File: src/rtl/core/pbtd_pkg.sv
// Shared types, constants and character decode functions for the base text decoder.
package pbtd_pkg;

  localparam int PBTD_QDEPTH = 4;

  localparam logic [6:0] VAL_PAD = 7'd64;
  localparam logic [6:0] VAL_BAD = 7'd65;

  typedef enum logic [2:0] {
    ERR_OK          = 3'd0,
    ERR_PREFIX      = 3'd1,
    ERR_CHAR        = 3'd2,
    ERR_MISSING_PAD = 3'd3,
    ERR_EXTRA_PAD   = 3'd4,
    ERR_AFTER_PAD   = 3'd5,
    ERR_UNUSED      = 3'd6
  } err_t;

  // One request's worth of results: bytes top-aligned, then an optional status.
  typedef struct packed {
    logic [39:0] bytes;
    logic [2:0]  nbytes;
    logic        has_status;
    err_t        err;
  } bundle_t;

  function automatic logic [2:0] char_bits(input logic [2:0] base);
    logic [2:0] r;
    if (base[2]) r = 3'd6;
    else if (base[1]) r = 3'd5;
    else r = 3'd4;
    return r;
  endfunction

  function automatic logic [3:0] group_len(input logic [2:0] base);
    logic [3:0] r;
    if (base[2]) r = 4'd4;
    else if (base[1]) r = 4'd8;
    else r = 4'd2;
    return r;
  endfunction

  function automatic logic is_padded(input logic [2:0] base);
    return base[2] & base[0];
  endfunction

  // {found, base index}
  function automatic logic [3:0] prefix_decode(input logic [7:0] c);
    logic [3:0] r;
    unique case (c)
      "f":     r = 4'b1_000;
      "F":     r = 4'b1_001;
      "b":     r = 4'b1_010;
      "B":     r = 4'b1_011;
      "m":     r = 4'b1_100;
      "M":     r = 4'b1_101;
      "u":     r = 4'b1_110;
      "U":     r = 4'b1_111;
      default: r = 4'b0_000;
    endcase
    return r;
  endfunction

  function automatic logic [6:0] char_value(input logic [2:0] base, input logic [7:0] c);
    logic [6:0] v;
    v = VAL_BAD;
    unique case (base[2:1])
      2'd0: begin
        if (c >= "0" && c <= "9") v = 7'(c - "0");
        else if (!base[0] && c >= "a" && c <= "f") v = 7'(c - "a" + 8'd10);
        else if (base[0] && c >= "A" && c <= "F") v = 7'(c - "A" + 8'd10);
      end
      2'd1: begin
        if (!base[0] && c >= "a" && c <= "z") v = 7'(c - "a");
        else if (base[0] && c >= "A" && c <= "Z") v = 7'(c - "A");
        else if (c >= "2" && c <= "7") v = 7'(c - "2" + 8'd26);
      end
      default: begin
        if (c >= "A" && c <= "Z") v = 7'(c - "A");
        else if (c >= "a" && c <= "z") v = 7'(c - "a" + 8'd26);
        else if (c >= "0" && c <= "9") v = 7'(c - "0" + 8'd52);
        else if (!base[1] && c == "+") v = 7'd62;
        else if (!base[1] && c == "/") v = 7'd63;
        else if (base[1] && c == "-") v = 7'd62;
        else if (base[1] && c == "_") v = 7'd63;
        else if (base[0] && c == "=") v = VAL_PAD;
      end
    endcase
    return v;
  endfunction

endpackage

File: src/rtl/core/pbtd_core.sv
// Input register, per-character decode and group state; emits at most one result bundle per request.
module pbtd_core
  import pbtd_pkg::*;
(
  input  logic       clk,
  input  logic       rst_n,
  input  logic       in_valid,
  output logic       in_stall,
  input  logic [7:0] in_char_code,
  input  logic       in_is_last,
  input  logic       q_space,
  output logic       push,
  output bundle_t    bundle
);

  logic        vld_r;
  logic [7:0]  char_r;
  logic        last_r;

  logic        exp_r, exp_nxt;
  logic        swl_r, swl_nxt;
  logic [2:0]  base_r, base_nxt;
  logic [39:0] g_r, g_nxt;
  logic [2:0]  cnt_r, cnt_nxt;
  logic [5:0]  vbc_r, vbc_nxt;
  logic        pad_r, pad_nxt;

  logic        advance;
  logic [3:0]  pfx;
  logic [2:0]  bpc;
  logic [3:0]  glen;
  logic [6:0]  val;
  logic [39:0] g_shift;
  logic [39:0] g_new;
  logic [5:0]  vbc_new;
  logic        pad_new;
  logic [3:0]  cnt_new;
  logic [6:0]  fill;
  logic [6:0]  shamt;
  err_t        err;
  logic        stat;
  logic [2:0]  nbytes;
  logic [39:0] bytes;

  assign advance  = vld_r && q_space;
  assign in_stall = vld_r && !q_space;

  always_ff @(posedge clk) begin
    if (!rst_n) begin
      vld_r <= 1'b0;
    end else if (in_valid && !in_stall) begin
      vld_r <= 1'b1;
    end else if (advance) begin
      vld_r <= 1'b0;
    end
    if (in_valid && !in_stall) begin
      char_r <= in_char_code;
      last_r <= in_is_last;
    end
  end

  always_ff @(posedge clk) begin
    if (!rst_n) begin
      exp_r  <= 1'b1;
      swl_r  <= 1'b0;
      base_r <= 3'd0;
      g_r    <= 40'd0;
      cnt_r  <= 3'd0;
      vbc_r  <= 6'd0;
      pad_r  <= 1'b0;
    end else if (advance) begin
      exp_r  <= exp_nxt;
      swl_r  <= swl_nxt;
      base_r <= base_nxt;
      g_r    <= g_nxt;
      cnt_r  <= cnt_nxt;
      vbc_r  <= vbc_nxt;
      pad_r  <= pad_nxt;
    end
  end

  always_comb begin
    exp_nxt  = exp_r;
    swl_nxt  = swl_r;
    base_nxt = base_r;
    g_nxt    = g_r;
    cnt_nxt  = cnt_r;
    vbc_nxt  = vbc_r;
    pad_nxt  = pad_r;
    err      = ERR_OK;
    stat     = 1'b0;
    nbytes   = 3'd0;
    bytes    = 40'd0;

    pfx     = prefix_decode(char_r);
    bpc     = char_bits(base_r);
    glen    = group_len(base_r);
    val     = char_value(base_r, char_r);
    g_shift = 40'(g_r << bpc);
    cnt_new = {1'b0, cnt_r} + 4'd1;
    fill    = {3'b000, cnt_new} * {4'b0000, bpc};
    shamt   = 7'd40 - fill;
    g_new   = g_r;
    vbc_new = vbc_r;
    pad_new = pad_r;

    if (swl_r) begin
      if (last_r) begin
        swl_nxt = 1'b0;
        exp_nxt = 1'b1;
      end
    end else if (exp_r) begin
      g_nxt   = 40'd0;
      cnt_nxt = 3'd0;
      vbc_nxt = 6'd0;
      pad_nxt = 1'b0;
      exp_nxt = 1'b0;
      if (!pfx[3]) begin
        err = ERR_PREFIX;
      end else begin
        base_nxt = pfx[2:0];
        if (last_r) begin
          stat    = 1'b1;
          exp_nxt = 1'b1;
        end
      end
    end else begin
      if (val == VAL_BAD) begin
        err = ERR_CHAR;
      end else if (val == VAL_PAD && vbc_r == 6'd0) begin
        err = ERR_EXTRA_PAD;
      end else if (val == VAL_PAD) begin
        pad_new = 1'b1;
        g_new   = g_shift;
      end else if (pad_r) begin
        err = ERR_AFTER_PAD;
      end else begin
        vbc_new = vbc_r + {3'b000, bpc};
        g_new   = g_shift | {34'd0, val[5:0]};
      end
      if (err == ERR_OK) begin
        g_nxt   = g_new;
        cnt_nxt = cnt_new[2:0];
        vbc_nxt = vbc_new;
        pad_nxt = pad_new;
        if (cnt_new >= glen || last_r) begin
          if (cnt_new < glen && is_padded(base_r)) begin
            err = ERR_MISSING_PAD;
          end else begin
            nbytes = vbc_new[5:3];
            bytes  = 40'(g_new << shamt);
            if (vbc_new[2:0] >= bpc) err = ERR_UNUSED;
            g_nxt   = 40'd0;
            cnt_nxt = 3'd0;
            vbc_nxt = 6'd0;
          end
        end
        if (err == ERR_OK && last_r) begin
          stat    = 1'b1;
          exp_nxt = 1'b1;
          g_nxt   = 40'd0;
          cnt_nxt = 3'd0;
          vbc_nxt = 6'd0;
          pad_nxt = 1'b0;
        end
      end
    end

    if (err != ERR_OK) begin
      stat    = 1'b1;
      g_nxt   = 40'd0;
      cnt_nxt = 3'd0;
      vbc_nxt = 6'd0;
      pad_nxt = 1'b0;
      if (last_r) exp_nxt = 1'b1;
      else swl_nxt = 1'b1;
    end
  end

  assign bundle.bytes      = bytes;
  assign bundle.nbytes     = nbytes;
  assign bundle.has_status = stat;
  assign bundle.err        = err;
  assign push = advance && (stat || nbytes != 3'd0);

  a_not_both: assert property (@(posedge clk) disable iff (!rst_n) !(swl_r && exp_r))
    else $error("swallowing while expecting prefix");
  a_grp_open: assert property (@(posedge clk) disable iff (!rst_n)
    (!exp_r && !swl_r) |-> ({1'b0, cnt_r} < group_len(base_r)))
    else $error("group count reached group length without flush");
  a_vbc_max: assert property (@(posedge clk) disable iff (!rst_n) vbc_r <= 6'd40)
    else $error("valid bit count above group size");

endmodule

File: src/rtl/core/pbtd_outq.sv
// Result bundle queue and serializer: bytes first, then the status, if any, of each bundle.
module pbtd_outq
  import pbtd_pkg::*;
#(
  parameter int DEPTH = PBTD_QDEPTH
) (
  input  logic       clk,
  input  logic       rst_n,
  input  logic       push,
  input  bundle_t    bundle,
  output logic       q_space,
  output logic       out_valid,
  input  logic       out_stall,
  output logic       out_is_status,
  output logic [7:0] out_data_byte,
  output logic [2:0] out_error_code,
  output logic       out_run_last
);

  localparam int PW = (DEPTH > 1) ? $clog2(DEPTH) : 1;
  localparam int CW = $clog2(DEPTH + 1);

  bundle_t       q_r [DEPTH];
  logic [PW-1:0] wr_r, rd_r;
  logic [CW-1:0] cnt_r;
  logic [2:0]    idx_r;

  bundle_t       head;
  logic          is_stat;
  logic          step;
  logic          pop;
  logic [7:0]    byte_sel;

  assign head      = q_r[rd_r];
  assign out_valid = cnt_r != '0;
  assign is_stat   = idx_r == head.nbytes;
  assign out_run_last = head.has_status ? is_stat : (idx_r == head.nbytes - 3'd1);
  assign step      = out_valid && !out_stall;
  assign pop       = step && out_run_last;
  assign q_space   = (cnt_r < CW'(DEPTH)) || pop;

  always_comb begin
    case (idx_r)
      3'd0:    byte_sel = head.bytes[39:32];
      3'd1:    byte_sel = head.bytes[31:24];
      3'd2:    byte_sel = head.bytes[23:16];
      3'd3:    byte_sel = head.bytes[15:8];
      3'd4:    byte_sel = head.bytes[7:0];
      default: byte_sel = 8'd0;
    endcase
  end

  assign out_is_status  = is_stat;
  assign out_data_byte  = is_stat ? 8'd0 : byte_sel;
  assign out_error_code = is_stat ? head.err : ERR_OK;

  always_ff @(posedge clk) begin
    if (push) q_r[wr_r] <= bundle;
  end

  always_ff @(posedge clk) begin
    if (!rst_n) begin
      wr_r  <= '0;
      rd_r  <= '0;
      cnt_r <= '0;
      idx_r <= 3'd0;
    end else begin
      if (push) wr_r <= (wr_r == PW'(DEPTH - 1)) ? '0 : wr_r + PW'(1);
      if (pop) begin
        rd_r  <= (rd_r == PW'(DEPTH - 1)) ? '0 : rd_r + PW'(1);
        idx_r <= 3'd0;
      end else if (step) begin
        idx_r <= idx_r + 3'd1;
      end
      if (push && !pop) cnt_r <= cnt_r + CW'(1);
      else if (pop && !push) cnt_r <= cnt_r - CW'(1);
    end
  end

  a_cnt_max: assert property (@(posedge clk) disable iff (!rst_n) cnt_r <= CW'(DEPTH))
    else $error("queue count above depth");
  a_idx_range: assert property (@(posedge clk) disable iff (!rst_n)
    out_valid |-> (idx_r <= head.nbytes))
    else $error("serializer index past bundle end");
  a_no_overflow: assert property (@(posedge clk) disable iff (!rst_n)
    (push && !pop) |-> (cnt_r < CW'(DEPTH)))
    else $error("push into full queue");

endmodule

File: src/rtl/core/prefixed_base_text_decoder.sv
// Top level of the prefixed base16/base32/base64 text decoder.
// A result passes through the input register and then the bundle queue before it is output.
// Throughput: one character per cycle, and one result per cycle while out_stall is low; the
// character side stalls only when the QDEPTH-entry bundle queue is full.
// Reset: synchronous active-low rst_n; next character is a prefix, queue empties.
module prefixed_base_text_decoder
  import pbtd_pkg::*;
#(
  parameter int QDEPTH = PBTD_QDEPTH
) (
  input  logic       clk,
  input  logic       rst_n,
  input  logic       in_valid,
  output logic       in_stall,
  input  logic [7:0] in_char_code,
  input  logic       in_is_last,
  output logic       out_valid,
  input  logic       out_stall,
  output logic       out_is_status,
  output logic [7:0] out_data_byte,
  output logic [2:0] out_error_code,
  output logic       out_run_last
);

  logic    q_space;
  logic    push;
  bundle_t bundle;

  pbtd_core u_core (
    .clk          (clk),
    .rst_n        (rst_n),
    .in_valid     (in_valid),
    .in_stall     (in_stall),
    .in_char_code (in_char_code),
    .in_is_last   (in_is_last),
    .q_space      (q_space),
    .push         (push),
    .bundle       (bundle)
  );

  pbtd_outq #(
    .DEPTH (QDEPTH)
  ) u_outq (
    .clk            (clk),
    .rst_n          (rst_n),
    .push           (push),
    .bundle         (bundle),
    .q_space        (q_space),
    .out_valid      (out_valid),
    .out_stall      (out_stall),
    .out_is_status  (out_is_status),
    .out_data_byte  (out_data_byte),
    .out_error_code (out_error_code),
    .out_run_last   (out_run_last)
  );

endmodule
File: config.mk
export PLATFORM = sky130hd
export DESIGN_NAME = prefixed_base_text_decoder
export DESIGN_NICKNAME = d
export VERILOG_FILES = /design/src/rtl/core/pbtd_pkg.sv /design/src/rtl/core/pbtd_core.sv /design/src/rtl/core/pbtd_outq.sv /design/src/rtl/core/prefixed_base_text_decoder.sv
export SDC_FILE = /design/constraint.sdc
export NUM_CORES = 1
export LEC_CHECK = 0
export ABC_AREA = 1
export BUFFER_PORTS_ARGS = -buffer_cell sky130_fd_sc_hd__buf_2
export CAP_MARGIN = 0
export CORE_MARGIN = 4
export CORE_UTILIZATION = 40
export DETAILED_ROUTE_END_ITERATION = 10
export PLACE_DENSITY = 0.61
export SETUP_SLACK_MARGIN = 0.2
export SLEW_MARGIN = 10
export SYNTH_ARGS = -nofsm -noshare
export SYNTH_HDL_FRONTEND = slang
export SYNTH_SLANG_ARGS = --single-unit
File: constraint.sdc
create_clock -name clk -period 9.1 [get_ports clk]
set_clock_uncertainty 0.2 [all_clocks]
set_input_delay 0 -clock clk [delete_from_list [all_inputs] [get_ports clk]]
set_output_delay 0 -clock clk [all_outputs]
set_load 0.02 [all_outputs]
==> impl_metrics.yaml <==
sta:
  fmax_mhz: 140.0
  fin_crit_sh_pct: 78.50
  hold_violations: 0
  fin_crit_ns: 7.144
  fin_hold_ws_ns: 0.04272
  rsz0062_at_grt: "false"
  finalSetupViolCount: 0
  worstMarginPinSlew_ns: 1.011
  worst_slew_margin_rel_pct: 32.58
  slew_viol_final: 0
  fin_tns_setup_ns: 0
floorplanning:
  die-area_um2: 45950
  ios: 28
  start_util_pct: 40.52
  die_w_um: 214.4
  num_rows: 75
  die_y_um: 214.4
  coreArea_um2: 42040
drt:
  routed_wl_mm: 50.42
  drc: 0
  first_pass_iters: 6
  routedWlPerCell_um: 18.03
  ant_nets: 0
  avgViaCountPerCell: 5.608
  drt-initial-drc-count: 1482
  vias: 15680
global_route:
  grt_pass1_vias: 14780
  antenna_found_initial: 0
  use_met1_pct: 29.44
  grt_start_max_net_pins: 96
  grtUsageMet2_pct: 35.16
  grt_usage_pct: 21.27
  grt.busiest_layer: "met2"
  gr-usage-met3_pct: 2.409
  grt_pass1_wl_mm: 81.28
  gr-total-overflow: 0
place:
  place_congestion: 0.9334
  hpwl_mm: 34.31
  portBuffers: 27
synth:
  synth_top_area_share_pct: 34.73
  synth_edf_count: 197
  postSynthCellCount: 2256
  yosys_warnings: 0
  synth_nets: 2325
  synth_most_common_cell: "nand2_1"
  ys_seq_area_share_pct: 42.72
  synth_area_leaders: "edfxtp_1 (35%), nand2_1 (11%), nand3_1 (10%)"
  synthTopCellsByCount: "nand2_1 (483), nand3_1 (356), nor2_1 (236)"
  synthArstFlopShare_pct: 0
  synthDistinctLibCells: 54
  syn-cell-area_um2: 17040
  avgSynthCellArea_um2: 7.551
  ys.flop_type: "edfxtp_1"
  synth-seq-cells: 265
  yosys.area.top_type: "edfxtp_1"
critical_path:
  cp_slowest_cell: "edfxtp_1"
  worstPathArrival_ns: 7.41
  path_max_fanout: 52
  cp-end-kind: "flip-flop"
  critPathKind: "flip-flop to flip-flop"
  required_ns: 9.36
  start_kind: "flip-flop"
  path_common_cell: "nand2_1"
  cp_slowest_stage_delay_ns: 0.63
cells_and_area:
  n_antenna_cell: 0
  final-seq-area_um2: 7278
  drive_gt1_share_pct: 8.418
  nets: 2302
  multi_input_area_um2: 8548
  area_growth_pct: 10.29
  final.fill_count: 4199
clocking:
  cts_buffers: 30
  clock_sinks: 265
  path_clk_slew_ns: 0.06
  htreeDepth: 1
  post-cts-setup-buffers: 0
  cts_root_buf: "clkbuf_16"
  cts_tree: "built"
  clock_latency_ns: 0.58
  clk_path_buf_depth: 3
worst_hold_path:
  worstHoldPathType: "input pin to flip-flop"
power:
  p_per_area_nw_per_um2: 200.8
  peakVddDrop_mv: 0.1388
  p_leak_nw: 7.474
status:
  status: "finished clean"
flow_run:
  drv_cap: 0
where the power goes:
group	internal [mW]	switching, mW
clock	0.761	0.515
sequential	1.36	0.0278
combinational	0.308	0.806
total	2.42	1.35
worst max-delay path, delay by kind of cell, from the launching register on:
kind | cells | cell delay, ns
flops | 1 | 0.63
compound gates | 4 | 0.56
simple gates | 19 | 2.86
fa+ha+maj | 5 | 1.32
mux | 1 | 0.36
buf+inv | 7 | 1.07
layer usage:
| layer | part of all wire [%] | vias up |
|---|---|---|
| li1 | - | 7731 |
| met1 | 45 | 7368 |
| met2 | 47 | 492 |
| met3 | 5.2 | 90 |
| met4 | 3.1 | 0 |
| met5 | 0 | - |
stage by stage:
step                total power [mW]  utilization (%)  cells  setup WS, ns  cell area [um2]
CTS                            3.793            44.69   2796         1.987            18790
global placement               2.500            41.67   2719         2.276            17520
detailed placement             2.508            41.67   2719         2.027            17520
floorplan                      2.201                -   2256         2.393            17040
finish                         3.773            44.69   2796         1.956            18790
global route                   3.968            44.69   2796         1.390            18790
cell type report:
type,count,area share [%]
clock buffers,43,4.682
inverters,181,3.616
repair buffers,75,2.917
flip-flops and latches,265,38.74
clock inverters,13,0.9590
multi-input cells,1680,45.50
well taps,539,3.590
layout by cell type, fill, tap and decap left out, types with 5 or more instances in the layout:
cell	instances
nand4_1	32
nor2_1	228
nor2_4	11
o21ai_1	14
nor4_1	5
nor3_1	43
o21ai_0	130
nor2_2	9
a31oi_1	9
edfxtp_1	197
o22ai_1	42
o221ai_1	11
dfxtp_1	67
inv_2	26
a21oi_1	153
nand3_1	356
nand2_2	20
buf_2	27
xnor2_1	5
ha_1	52
clkbuf_8	8
inv_1	149
clkinv_1	7
clkbuf_16	30
dlygate4sd3_1	21
buf_4	27
nand2_1	483
xor2_1	11
nand3_2	5
clkbuf_1	5
a221oi_1	13
and2_1	5
worst paths after layout:
kind | startpoint | slack, ns | cells past startpoint | endpoint
worst min-delay path | in_valid | 0.04 | 4 | u_core.vld_r
worst min register to register | u_core.g_r[37] | 0.27 | 2 | u_core.g_r[37]
worst max-delay path | u_core.char_r[1] | 1.96 | 36 | u_outq.cnt_r[1]
worst max register to register | u_core.char_r[1] | 1.96 | 36 | u_outq.cnt_r[1]
cells by family (layout without fill, tap and decap cells):
kind of cell,count (synthesis),in the layout,synth area share (%)
adder cells (fa/ha/maj),56,56,4.289
multiplexers,2,2,0.1249
flip-flops,265,265,42.72
AO/OA/AOI/OAI,399,399,13.21
AND/OR/NAND/NOR,1206,1206,31.38
buffers and inverters,311,312,7.411
XOR/XNOR,17,17,0.8740
flip-flops by register name (all words and copies together), names as in the netlist, 2 cells and up, named ones only:
signal,flops
u_core.vbc_r,6
u_outq.wr_r,2
u_core.base_r,3
u_outq.idx_r,3
u_core.g_r,40
u_outq.rd_r,2
u_outq.cnt_r,3
u_core.cnt_r,3
u_core.char_r,8
u_outq.q_r,188
timing repair:
action                                 in CTS  in global routing
gates resized for setup                     0                  0
endpoints found under the hold margin      37                  0
setup endpoints to repair                   0                  0
hold buffers                               21                  0
No activity file was read; power rests on OpenSTA's default activity.
